==> config.mk <==
export PLATFORM = sky130hd
export DESIGN_NAME = bsm_div_cell
export DESIGN_NICKNAME = d
export VERILOG_FILES = /design/src/hdl/bounding_sphere_merge_macros.svh /design/src/hdl/bsm_pkg.sv /design/src/hdl/bsm_div_cell.sv
export SDC_FILE = /design/constraint.sdc
export NUM_CORES = 2
export LEC_CHECK = 0
export ABC_AREA = 0
export BUFFER_PORTS_ARGS = -buffer_cell sky130_fd_sc_hd__buf_2
export CAP_MARGIN = 15
export CORE_AREA = 2 2 618 620
export DETAILED_ROUTE_END_ITERATION = 8
export DIE_AREA = 0 0 620 622
export GPL_TIMING_DRIVEN = 0
export RECOVER_POWER = 25
export SETUP_SLACK_MARGIN = 0.15
export SKIP_CTS_REPAIR_TIMING = 1
export SYNTH_ARGS = -nofsm -noshare
export SYNTH_HDL_FRONTEND = slang
export SYNTH_SLANG_ARGS = --single-unit
==> constraint.sdc <==
create_clock -name clk -period 0.9 [get_ports clk]
set_clock_uncertainty 0.1 [all_clocks]
set_input_delay 0.135 -clock clk [delete_from_list [all_inputs] [get_ports clk]]
set_output_delay 0.135 -clock clk [all_outputs]
set_load 0.005 [all_outputs]
==> src/hdl/bounding_sphere_merge_macros.svh <==
// Assertion helpers for the bounding sphere merge block.
`ifndef BOUNDING_SPHERE_MERGE_MACROS_SVH
`define BOUNDING_SPHERE_MERGE_MACROS_SVH

// Check an implication on every clock edge outside reset.
`define BSM_ASSERT(label, cond, msg) \
	label: assert property (@(posedge clk) disable iff (!arst_n) (cond)) else $error(msg);

// Check an implication into the following cycle.
`define BSM_ASSERT_NEXT(label, pre, post, msg) \
	label: assert property (@(posedge clk) disable iff (!arst_n) (pre) |=> (post)) \
		else $error(msg);

`endif

==> src/hdl/bsm_pkg.sv <==
`timescale 1ns / 1ps
package bsm_pkg;

	localparam int CoordW = 32;
	localparam int RadW = 31;
	localparam int SqrtBits = 35;
	localparam int QuoBits = 64;
	localparam int DivStages = 16;
	localparam int DivBitsPerStage = QuoBits / DivStages;
	localparam int D2W = 67;
	localparam int NumW = 96;
	localparam logic [RadW-1:0] RadMax = {RadW{1'b1}};

	// Payload that walks the row of square root cells.
	typedef struct packed {
		logic signed [CoordW-1:0] c1x, c1y, c1z;
		logic signed [CoordW:0] dx, dy, dz;
		logic [RadW-1:0] r1, r2;
		logic [D2W-1:0] d2;
		logic encl;
		logic encl_first;
		logic ovl;
	} sq_data_t;

	// Payload that walks the row of divider cells.
	typedef struct packed {
		logic signed [CoordW-1:0] c1x, c1y, c1z;
		logic sx, sy, sz;
		logic [SqrtBits:0] rw;
		logic [RadW-1:0] r1;
		logic [SqrtBits-1:0] d;
		logic [NumW-1:0] nx, ny, nz;
		logic [QuoBits-1:0] qx, qy, qz;
		logic [SqrtBits:0] remx, remy, remz;
		logic encl;
		logic ovl;
	} dv_data_t;

	// One restoring division bit step; remainder stays below 2*d.
	function automatic logic [SqrtBits+QuoBits:0] div_bit(
		input logic [SqrtBits:0] rem, input logic nb, input logic [SqrtBits-1:0] d);
		logic [SqrtBits+1:0] t;
		logic [SqrtBits+1:0] s;
		begin
			t = {rem, nb};
			s = t - {2'b00, d};
			if (!s[SqrtBits+1]) return {s[SqrtBits:0], {QuoBits{1'b0}}} | 1'b1;
			else return {t[SqrtBits:0], {QuoBits{1'b0}}};
		end
	endfunction

endpackage

==> src/hdl/bsm_div_cell.sv <==
`timescale 1ns / 1ps
module bsm_div_cell import bsm_pkg::*; (
	input  logic clk,
	input  logic arst_n,
	input  logic adv,
	input  logic vin,
	input  dv_data_t din,
	output logic vout,
	output dv_data_t dout
);
	dv_data_t nx;

	// Advance every axis by DivBitsPerStage (4) quotient bits.
	always_comb begin
		logic [SqrtBits+QuoBits:0] r;
		nx = din;
		for (int i = 0; i < DivBitsPerStage; i++) begin
			r = div_bit(nx.remx, nx.nx[NumW-1], nx.d);
			nx.remx = r[SqrtBits+QuoBits:QuoBits];
			nx.qx = {nx.qx[QuoBits-2:0], r[0]};
			nx.nx = {nx.nx[NumW-2:0], 1'b0};
			r = div_bit(nx.remy, nx.ny[NumW-1], nx.d);
			nx.remy = r[SqrtBits+QuoBits:QuoBits];
			nx.qy = {nx.qy[QuoBits-2:0], r[0]};
			nx.ny = {nx.ny[NumW-2:0], 1'b0};
			r = div_bit(nx.remz, nx.nz[NumW-1], nx.d);
			nx.remz = r[SqrtBits+QuoBits:QuoBits];
			nx.qz = {nx.qz[QuoBits-2:0], r[0]};
			nx.nz = {nx.nz[NumW-2:0], 1'b0};
		end
	end

	always_ff @(posedge clk or negedge arst_n) begin
		if (!arst_n) begin
			vout <= 1'b0;
		end else if (adv) begin
			vout <= vin;
		end
	end

	always_ff @(posedge clk) begin
		if (adv) dout <= nx;
	end
endmodule

# Yosys cells after proc, flatten, opt, wreduce, memory -nomap -nowiden
# Index checks and enable logic that the tools add are counted.
dict set report word_totals {
  register_bits 780
  input_bits 795
  output_inout_bits 792
  wordCells 45
}
dict set report classes {
  n_addsub 12
  mux 12
}
# cell count
set ops {}
lappend ops {{$mux 100} 12}
lappend ops {{$sub 37x35->37} 12}

# Longest topological paths before layout
dict set report depth {
  depth_word 8
  ltp_mapped 67
  depth_no_buf 61
}

# Least setup slack after synthesis
# No wires, ideal clock.
dict set report synth_path {
  path_kind {in2reg}
  start {input port din[594] in the netlist's numbering}
  end {register dout[100] in the netlist's numbering, data pin}
  setup_time_ns 0.260
  arrival_time_ns 13.852
  t_required_ns 0.540
  slack_ns -13.312
  cell_stages 62
  path_buffers 7
  path_cell_list {inv_1 > ha_1 > a2111o_1 > a31oi_1 > o31ai_2 > a211oi_2 > nor4_1 > o31a_1 > or2_1 > buf_2 > inv_4 > buf_1 > nor2_1 > a21oi_1 > inv_1 > fa_1 > nor2b_1 > o21a_1 > [... 26 more ...] > o21ai_0 > fa_1 > a21o_1 > a21oi_1 > o21ai_0 > a41oi_1 > nor4b_1 > o32ai_1 > a221oi_2 > o21ai_0 > and3_1 > o21a_1 > o21a_1 > o41ai_1 > o211ai_2 > xor2_4 > buf_6 > mux2_4}
}
# element line
set synth_lines {}
lappend synth_lines {{from (decl)} bsm_div_cell.sv:7} ;# input dv_data_t din,
lappend synth_lines {{to (signal assigned)} bsm_div_cell.sv:42} ;# if (adv) dout <= nx;
lappend synth_lines {{to (decl)} bsm_div_cell.sv:9} ;# output dv_data_t dout

==> impl_results.md <==
- Die W: 620 um
- Worst Setup End Kind: register
- NumNets Final: 8,521
- Clock Sink Count: 780
- Fillcell total: a little over 40,000
- Area post-placement: around 0.067 mm^2
- Root Buffer: clkbuf_16
- R2r endpoint: vout
- Iter 0 DRT Violations: between 5,000 and 6,000
- Post-route DRC: 0
- CTS max path bufs: 4
- First-pass iteration count of the detailed router: 5
- Post-synth EDFFs: between 700 and 800
- Vias/cell: 4.235
- Worst IR Drop VDD: 0.003434 V
- Cts bufs inserted: between 100 and 150
- Clock latency on the worst-skew pair: just over 0.8 ns
- Final Critical Period: 12.92 ns
- Sequential Area: approximately 0.023 mm^2
- First-pass GRT wire length: approximately 530 mm
- Final Slew Violations: 0
- Largest net degree at the start of global routing: between 100 and 150
- CP startpoint kind: input pin
- Yosys Warn Count: 0
- WP buf/inv: 14
- Vias: between 50,000 and 60,000
- Core box area: ~0.38 mm^2
- Crit path top cell by count: buf_12
- Leakage: approximately 34 nW
- Hold EP: dout[75]
- RR Startpoint: vout
- Max-cap viol count: 0
- Max-Slew Margin vs Limit: 21.85%
- Area grow syn2layout: 62.88%
- Multi-input combinational cell area: ~0.028 mm^2
- Hold_sp: din[587]
- Routed Antenna Nets: 0
- Final wirelength: approximately 460 mm
- Ys flop type: edfxtp_1
- Mean Syn Cell Area: 10.77 um^2
- Layout cells sized above 1: 35.08%
- Die H: 622 um
- Max Fclk: 77.41 MHz
- Pwr dens: 3878 mW/mm^2
- Worst hold path class: input pin to register
- Netlist cell types: 106
- Post-DP HPWL: a little under 400 mm
- Crit Path Class: input pin to register
- Crit share post-route: 1435%
- GPL Wtd Cong: approximately 1.3
- Wirelength per Cell: around 37 um
- Setup WS post-layout: -12.02 ns
- Setup Viol. Count Final: 1,613
- Seq/Total Area, Yosys: roughly 47%
- GR Overflow Total: 0
- CP max stage cell: or4_4
- Worst EP required: around 1.3 ns
- Initial antenna violation count: 501
- Post-Place Worst Slack: -15.60 ns
- I/O Pins: 1,587
- CTS tree: built
- Slew @ Worst Pin: 1.168 ns
- Syn Inst Count: approximately 4,700
- RSZ-0062 raised after global routing: true
- Crit path DAT: roughly 13 ns
- Initial Util: 13.28%
- WHS: -0.2496 ns
- Die area: 0.3856 mm^2
- Clock Pin Slew Worst Setup and Hold Paths: 0.06 ns
- Delay-heaviest family, CP: compound AO/OA/AOI/OAI gates
- Via count of the first global-routing pass: ~43,000
- Hold Crit Depth: 4
- Row count: roughly 230
- Port bufs: roughly 1,600
- Gr usage total: between 20 and 25%
- #FFs+latches synth: just under 800
- Synth async-reset ratio: 0.1282%
- Final Cell Area: slightly above 0.08 mm^2
- Status: finished with violations
- R2r setup slk: around 0.060 ns
- Failing checks: hold timing, setup timing
- Fin. Hold Viols: around 270
- Netlist Area Pre-Place: around 0.05 mm^2
- H-tree Lvls: 3
- CP max FO: 10
- Max stage delay on crit path: approximately 0.50 ns
- Reg2Reg Depth: 1
==> cells in the final DEF, fill, tap and decap left out, types with 36 or more instances in the layout <==
master            n
a211oi_1         36
a21o_1          200
a21oi_1         396
a31oi_1          42
buf_12           46
buf_2          1530
buf_4           177
clkbuf_1         57
clkbuf_16       124
diode_2         205
dlygate4sd3_1   712
edfxtp_1        779
ha_1            358
ha_4             44
inv_1           159
mux2_2           70
mux2_4           91
nand2_1         347
nand2b_1         74
nand3_1          62
nand4_1          47
nor2_1          277
nor2b_1          47
nor3_1           50
o21a_1           69
o21ai_0         267
o21ai_1          50
o21bai_1         59
xnor2_1         230
xor2_1          119
==> sequential cells by signal, summed over array words and instances, names as in the netlist <==
signal and count:
dout 779, vout 1
==> logic make-up after synthesis <==
group / after synthesis / synth area share [%]
AOI/OAI and AO/OA: 1474 / 18.52
xor gates and xnor gates: 357 / 6.364
adders and majority gates: 432 / 10.94
buffers and inverters: 330 / 2.696
DFF: 780 / 46.60
muxes: 190 / 4.472
other: 1 / 0.007462
and+or+nand+nor: 1101 / 10.41
==> synthesized netlist by cell type, types with 11 or more instances <==
master,count,area (um^2)
mux2i_1,26,260.3
a22oi_1,25,187.7
nor2b_1,49,306.5
and2_1,26,162.7
nor2_1,292,1096
fa_1,12,240.2
mux2_1,15,168.9
mux2_2,111,1250
a211o_1,15,131.4
nand2_1,356,1336
xnor2_1,232,2032
nand3_1,66,330.3
inv_1,192,720.7
o221ai_1,11,96.34
ha_1,420,5255
mux2_4,36,540.5
nand4_1,47,294.0
nand2b_1,74,462.9
o21ai_0,348,1742
nor3_1,50,250.2
a211oi_1,46,345.3
nor4_1,11,68.82
a31oi_1,49,306.5
o211ai_1,23,172.7
o21a_1,69,518.0
edfxtp_1,779,23390
o21bai_1,61,457.9
a21o_1,200,1501
or3_1,16,100.1
and4_1,13,113.9
o31a_1,15,131.4
xor2_1,120,1051
buf_1,20,75.07
o31ai_1,25,187.7
buf_2,13,65.06
clkbuf_1,78,292.8
and3_1,36,225.2
or2_2,23,143.9
buf_4,14,105.1
a21oi_1,442,2212
==> power by group <==
group	total, mW	internal, mW	leakage (nW)	switching [mW]
Sequential	53.3	51.3	7.64	2.01
Combinational	217	99.3	24.1	117
Clock	47.5	26.9	1.81	20.6
Total	317	177	33.6	140
==> worst max path at each step <==
stage | startpoint | end | slack [ns] | cells after the start
global route | din[612] | dout[3] | -12.47 | 61
finish | din[603] | dout[108] | -12.02 | 64
global placement | adv | vout | -15.74 | 2
floorplan | din[591] | dout[100] | -11.41 | 62
detailed placement | din[591] | dout[105] | -15.60 | 63
CTS | din[591] | dout[103] | -14.77 | 63
==> per-stage QoR <==
stage | power, mW | TNS, ns | instances | utilization [%]
2_1_floorplan | 180.1 | -1251.74 | 4676 | -
3_3_place_gp | 222.1 | - | 11254 | 17.37
3_5_place_dp | 226.3 | -2494.46 | 11286 | 17.59
4_1_cts | 275.7 | -2443.17 | 11493 | 18.58
5_1_grt | 334.1 | -2477.92 | 12528 | 21.58
6_report | 317.4 | -2318.44 | 12607 | 21.63
==> per-layer routing <==
metal	up-vias	wire, um	GRT usage, %
met5	-	1746	1.136
met4	222	26490	9.736
met3	1048	60570	14.44
met2	3396	211700	36.56
met1	25593	160500	21.72
li1	23127	-	-
==> final cells by class <==
cell class / count / area share (%)
clock buffer: 127 / 3.519
multi-input combinational: 3567 / 34.16
tap: 5016 / 7.668
sequential: 780 / 28.61
timing repair buffer: 2502 / 21.75
antenna: 205 / 0.6268
clock inverter: 80 / 1.055
buffer: 131 / 1.509
inverter: 199 / 1.098
Note: power is estimated with default switching activity, not from simulation.
