<file path="config.mk">
export PLATFORM = sky130hd
export DESIGN_NAME = bsm_sqrt_cell
export DESIGN_NICKNAME = d
export VERILOG_FILES = /design/src/hdl/bounding_sphere_merge_macros.svh /design/src/hdl/bsm_pkg.sv /design/src/hdl/bsm_sqrt_cell.sv
export SDC_FILE = /design/constraint.sdc
export NUM_CORES = 2
export LEC_CHECK = 0
export BUFFER_PORTS_ARGS = -buffer_cell sky130_fd_sc_hd__buf_2
export CORE_MARGIN = 5
export CORE_UTILIZATION = 30
export DETAILED_ROUTE_END_ITERATION = 16
export HOLD_SLACK_MARGIN = 0.1
export PLACE_DENSITY_LB_ADDON = 0.2
export SLEW_MARGIN = 10
export SYNTH_ARGS = -nofsm -noshare
export SYNTH_HDL_FRONTEND = slang
export SYNTH_SLANG_ARGS = --single-unit
</file>
<file path="constraint.sdc">
create_clock -name clk -period 0.8 [get_ports clk]
set_clock_uncertainty 0.15 [all_clocks]
set_input_delay 0 -clock clk [delete_from_list [all_inputs] [get_ports clk]]
set_output_delay 0 -clock clk [all_outputs]
set_load 0.01 [all_outputs]
</file>
<file path="src/hdl/bounding_sphere_merge_macros.svh">
// Assertion helpers for the bounding sphere merge block.
`ifndef BOUNDING_SPHERE_MERGE_MACROS_SVH
`define BOUNDING_SPHERE_MERGE_MACROS_SVH

// Check an implication on every clock edge outside reset.
`define BSM_ASSERT(label, cond, msg) \
	label: assert property (@(posedge clk) disable iff (!arst_n) (cond)) else $error(msg);

// Check an implication into the following cycle.
`define BSM_ASSERT_NEXT(label, pre, post, msg) \
	label: assert property (@(posedge clk) disable iff (!arst_n) (pre) |=> (post)) \
		else $error(msg);

`endif

</file>
<file path="src/hdl/bsm_pkg.sv">
`timescale 1ns / 1ps
package bsm_pkg;

	localparam int CoordW = 32;
	localparam int RadW = 31;
	localparam int SqrtBits = 35;
	localparam int QuoBits = 64;
	localparam int DivStages = 16;
	localparam int DivBitsPerStage = QuoBits / DivStages;
	localparam int D2W = 67;
	localparam int NumW = 96;
	localparam logic [RadW-1:0] RadMax = {RadW{1'b1}};

	// Payload that walks the row of square root cells.
	typedef struct packed {
		logic signed [CoordW-1:0] c1x, c1y, c1z;
		logic signed [CoordW:0] dx, dy, dz;
		logic [RadW-1:0] r1, r2;
		logic [D2W-1:0] d2;
		logic encl;
		logic encl_first;
		logic ovl;
	} sq_data_t;

	// Payload that walks the row of divider cells.
	typedef struct packed {
		logic signed [CoordW-1:0] c1x, c1y, c1z;
		logic sx, sy, sz;
		logic [SqrtBits:0] rw;
		logic [RadW-1:0] r1;
		logic [SqrtBits-1:0] d;
		logic [NumW-1:0] nx, ny, nz;
		logic [QuoBits-1:0] qx, qy, qz;
		logic [SqrtBits:0] remx, remy, remz;
		logic encl;
		logic ovl;
	} dv_data_t;

	// One restoring division bit step; remainder stays below 2*d.
	function automatic logic [SqrtBits+QuoBits:0] div_bit(
		input logic [SqrtBits:0] rem, input logic nb, input logic [SqrtBits-1:0] d);
		logic [SqrtBits+1:0] t;
		logic [SqrtBits+1:0] s;
		begin
			t = {rem, nb};
			s = t - {2'b00, d};
			if (!s[SqrtBits+1]) return {s[SqrtBits:0], {QuoBits{1'b0}}} | 1'b1;
			else return {t[SqrtBits:0], {QuoBits{1'b0}}};
		end
	endfunction

endpackage

</file>
<file path="src/hdl/bsm_sqrt_cell.sv">
`timescale 1ns / 1ps
module bsm_sqrt_cell import bsm_pkg::*; (
	input  logic clk,
	input  logic arst_n,
	input  logic adv,
	input  logic [5:0] bit_idx,
	input  logic vin,
	input  sq_data_t din,
	input  logic [SqrtBits-1:0] rin,
	output logic vout,
	output sq_data_t dout,
	output logic [SqrtBits-1:0] rout
);
	logic [SqrtBits-1:0] cand;
	logic [2*SqrtBits-1:0] sq;

	// Try one result bit against the squared distance.
	always_comb begin
		cand = rin | (SqrtBits'(1) << bit_idx);
		sq = cand * cand;
	end

	always_ff @(posedge clk or negedge arst_n) begin
		if (!arst_n) begin
			vout <= 1'b0;
		end else if (adv) begin
			vout <= vin;
		end
	end

	// Hand the partial root to the next cell.
	always_ff @(posedge clk) begin
		if (adv) begin
			dout <= din;
			rout <= (sq <= (2*SqrtBits)'(din.d2)) ? cand : rin;
		end
	end
endmodule

</file>
-- After elaboration in Yosys (flattened, before gate mapping)
Cells that the tools add are included.
- input bits: 372
- register bits: 363
- mux-type cells: 1
- $lt $le $gt $ge: 1
- shift-type cells: 1
- multipliers: 1
- bitwise operators: 1
- operator list (cell ; count):
    70-bit by 67-bit <= comparator with 1-bit output ; 1
    35-bit by 35-bit multiplier with 70-bit output ; 1
    35-bit two-way mux ; 1
    35-bit OR ; 1
    1-bit by 6-bit << shifter with 35-bit output (first input constant) ; 1

-- Depth between registers and ports, before layout
- depth in word-level cells: 5
- mapped depth: 48
- gate-level depth less buffers: 43

-- Worst setup path before layout
OpenSTA, ideal clock, no wires.
- path kind: input-to-reg
- from: in bit_idx[3]
- to: reg rout[24] (data pin)
- setup time: 0.146 ns
- data arrival time: 10.005 ns
- cell stages on the path: 44
- slack: -9.501 ns
- cell sequence: nand2b_1 -> nor3_1 -> a21o_1 -> clkbuf_1 -> clkinv_1 -> clkbuf_1 -> nor2_1 -> inv_1 -> fa_1 -> fa_1 -> fa_1 -> fa_1 -> inv_1 -> fa_1 -> inv_1 -> fa_1 -> inv_1 -> fa_1 -> [8 not listed] -> nand4_1 -> a31o_2 -> a31oi_1 -> o21ai_1 -> a21boi_0 -> xnor2_1 -> ha_1 -> a21o_1 -> a21oi_1 -> o21ai_0 -> o2111ai_1 -> a21oi_1 -> a211oi_1 -> o21ai_0 -> a221oi_1 -> nand4_2 -> buf_6 -> o21bai_2
- word-level cells in the longest chain between the ends: 5
- RTL lines (element ; line ; RTL):
    start: declaration ; bsm_sqrt_cell.sv:6 ; input logic [5:0] bit_idx,
    1-bit by 6-bit << shifter with 35-bit output * ; bsm_sqrt_cell.sv:19 ; cand = rin | (SqrtBits'(1) << bit_idx);
    35-bit OR * ; bsm_sqrt_cell.sv:19 ;
    35-bit by 35-bit multiplier with 70-bit output ; bsm_sqrt_cell.sv:20 ; sq = cand * cand;
    70-bit by 67-bit <= comparator with 1-bit output ; bsm_sqrt_cell.sv:35 ; rout <= (sq <= (2*SqrtBits)'(din.d2)) ? cand : rin;
    35-bit two-way mux * ; bsm_sqrt_cell.sv:35 ;
    end signal: assignment ; bsm_sqrt_cell.sv:35 ;
    end: declaration ; bsm_sqrt_cell.sv:12 ; output logic [SqrtBits-1:0] rout
Every way passes the cells marked *; elsewhere a longest branch is shown, timed or not.
A chain may end at the register's enable or synchronous reset.

-- Worst setup path in the final report
- from: in rin[29]
- to: reg rout[2] (data pin)
- word-level cells in the longest chain between the ends: 4
- RTL lines (element ; line ; RTL):
    start: declaration ; bsm_sqrt_cell.sv:9 ; input logic [SqrtBits-1:0] rin,
    35-bit OR ; bsm_sqrt_cell.sv:19 ;
    35-bit by 35-bit multiplier with 70-bit output ; bsm_sqrt_cell.sv:20 ;
    70-bit by 67-bit <= comparator with 1-bit output ; bsm_sqrt_cell.sv:35 ;
    35-bit two-way mux ; bsm_sqrt_cell.sv:35 ;
Every way passes these cells.

==> summary.md <==
| Metric | Value |
|---|---|
| Worst slew margin | `between 60 and 70%` |
| Worst Tran Pin Value | `between 0.5 and 0.6 ns` |
| Worst min path class | `input port to flip-flop` |
| Critical Path End Type | `flip-flop` |
| WS Path Type | `input port to flip-flop` |
| Syn_nets | `6176` |
| GPL Wtd Cong | `0.913` |
| Final Cycle Share | `1240%` |
| CTS tree | `yes` |
| Initial antenna violation count | `15` |
| Die width | `407 microns` |
| CP peak stage delay | `0.60 ns` |
| Drt via density | `about 4.5` |
| First-pass GRT wire length | `roughly 260000 microns` |
| Sequential area share after synthesis | `23.1%` |
| Fill cells | `15255` |
| Sink Count | `roughly 360` |
| Area leader, netlist | `fa_1` |
| Routed Antenna Nets | `0` |
| Area of the die | `~170000 sq um` |
| Fraction of layout cells with a size suffix above 1 | `29.9%` |
| GRT Total Usage | `21.1%` |
| Final setup viols | `399` |
| Synth top cells by count | `inv_1 (1339), fa_1 (984), nand2_1 (395), edfxtp_1 (362), ha_1 (357)` |
| Top post-synthesis cells by area | `fa_1 (42%), edfxtp_1 (23%), inv_1 (11%)` |
| EDFF count, synth | `362` |
| DR WL/cell | `between 20 and 25 microns` |
| Fin. Hold Viols | `555` |
| Largest net degree at the start of global routing | `22` |
| Drt drc | `0` |
| Post-synth top area share | `41.7%` |
| Synthesis-stage register bit count | `363` |
| Fmax | `roughly 100 MHz` |
| Async SR Flop Fraction | `0.275%` |
| Failing checks | `negative hold slack, negative setup slack` |
| Maxcap violations | `0` |
| Cell variety after synth | `66` |
| Nets@finish | `8094` |
| Hold Slack | `-0.441 ns` |
| FP Rows | `145` |
| RSZ-0062 raised after global routing | `true` |
| Most frequent cell after synthesis | `inv_1` |
| Buffers added on ports | `734` |
| Clk root buf | `clkbuf_16` |
| Syn Area/Cell | `~11 sq um` |
| Slew Viols, Final | `0` |
| CTS max path bufs | `3` |
| DR pass1 iterations | `7` |
| Synth warn | `0` |
| Vias in the first global route | `41591` |
| GRT overflow | `0` |
| Setup ws final | `-9.10 ns` |
| Data arrival time of the critical path | `10.21 ns` |
| CTS buffer count | `43` |
| Worst R2R Setup Slack | `-0.09 ns` |
| Crit-path most repeated cell | `fa_1` |
| Die extent in y | `407 microns` |
| Initial DRC count | `2227` |
| I/O pin cnt | `735` |
| Tmin final | `between 9 and 10 ns` |
| Post-Syn Area | `47200 sq um` |
| Area delta synth->final | `40.8%` |
| Worst-path fanout max | `18` |
| Final instance area | `about 66000 sq um` |
| Startpoint class of the critical path | `input port` |
| Vias | `roughly 38000` |
| Clock latency at the later pin of the worst-skew pair | `0.60 ns` |
| Max H-tree Level | `2` |
| Post-detail-place hpwl | `154000 microns` |
| Dpl cell area | `60700 sq um` |
| Post-Route WL | `between 150000 and 200000 microns` |
| CORE AREA | `156000 sq um` |
| Top FF cell, synth | `edfxtp_1` |
| Cells after Synth | `about 4500` |
| Run status | `finished, violations left` |
| Crit-path slowest cell | `dlygate4sd3_1` |
| CP required | `1.11 ns` |
| CTS clk-pin slew, worst paths | `roughly 0.06 ns` |
| Initial core utilization | `30.2%` |
==> area by class of cell <==
cell class	instances	area, sq um	area share (%)
Tap cell	2058	2570	3.87
Sequential cell	363	10900	16.4
Clock inverter	27	268	0.403
Antenna cell	7	17.5	0.0263
Multi-Input combinational cell	2617	31600	47.5
Clock buffer	48	1090	1.65
Timing Repair Buffer	2008	14900	22.5
Inverter	1348	5110	7.68
==> state kept, by name, summed over array words and instances, names as in the netlist <==
| signal | cells |
|---|---|
| rout | 35 |
| dout | 327 |
| vout | 1 |
==> cells by family (layout without fill, tap and decap cells) <==
logic type,count (synthesis),after routing,share of synthesized area (%)
other,0,7,0
AO/OA/AOI/OAI,349,349,5.08
flip-flops,363,363,23.1
AND/OR/NAND/NOR,845,845,7.32
multiplexers,2,2,0.0450
XOR/XNOR,80,80,1.48
buffers and inverters,1483,3431,11.8
adder cells (fa/ha/maj),1341,1341,51.2
==> critical path: cells and delay by family <==
family          cells  cell delay [ns]
fa+ha+maj          10             4.59
xor+xnor            1             0.13
buf+inv            13             1.95
compound gates     14             2.42
simple gates        5             1.05
==> path summary, 6_finish.rpt <==
| check | start | endpoint | depth (start not counted) |
|---|---|---|---|
| max | rin[29] | rout[2] | 43 |
| min | rin[16] | rout[16] | 2 |
| max reg2reg | vout | vout | 1 |
| min reg2reg | vout | vout | 1 |
| max in group asynchronous | arst_n | vout | 3 |
| min in group asynchronous | arst_n | vout | 3 |
==> per-layer routing <==
metal	part of all wire [%]	track usage, %	up-vias
li1	-	-	17152
met1	40	26.3	19275
met2	51	38.2	1047
met3	5.1	2.69	252
met4	3.5	6.51	2
met5	0.0079	0	-
==> repair_timing <==
item	in CTS	in global routing
endpoints found under the hold margin	726	702
setup endpoints to repair	399	399
pin swaps	14	31
cloned	0	0
buffers inserted	7	16
gates resized for setup	91	78
hold buffers	346	5
==> metrics by stage <==
step	util, %	cells	setup TNS [ns]	hold WS, ns	worst slack (ns)
floorplan	-	4463	-301.97	-0.446	-8.65
global placement	38.8	8021	-417.07	-0.366	-9.97
detailed placement	38.8	8021	-418.06	-0.364	-10.01
CTS	42.2	8448	-512.32	-0.496	-9.14
global route	42.5	8476	-525.87	-0.468	-9.51
finish	42.5	8476	-489.99	-0.441	-9.10
==> placed cells by master, fill, tap and decap left out, types with 21 or more instances in the layout <==
master         count
nor2_1           305
o21bai_1          21
buf_4            875
buf_6             54
ha_1             345
edfxtp_1         362
nand2_1          383
fa_1             972
dlygate4sd3_1    351
o21ai_0           34
buf_2            685
a21oi_1           87
xnor2_1           45
clkbuf_16         43
nand4_1           25
xor2_1            35
a21o_1            62
buf_12            37
inv_1           1323
o21bai_2          31
Power is not shown: default switching activity piles up to over one toggle a cycle in this logic, so the estimate is an artifact.
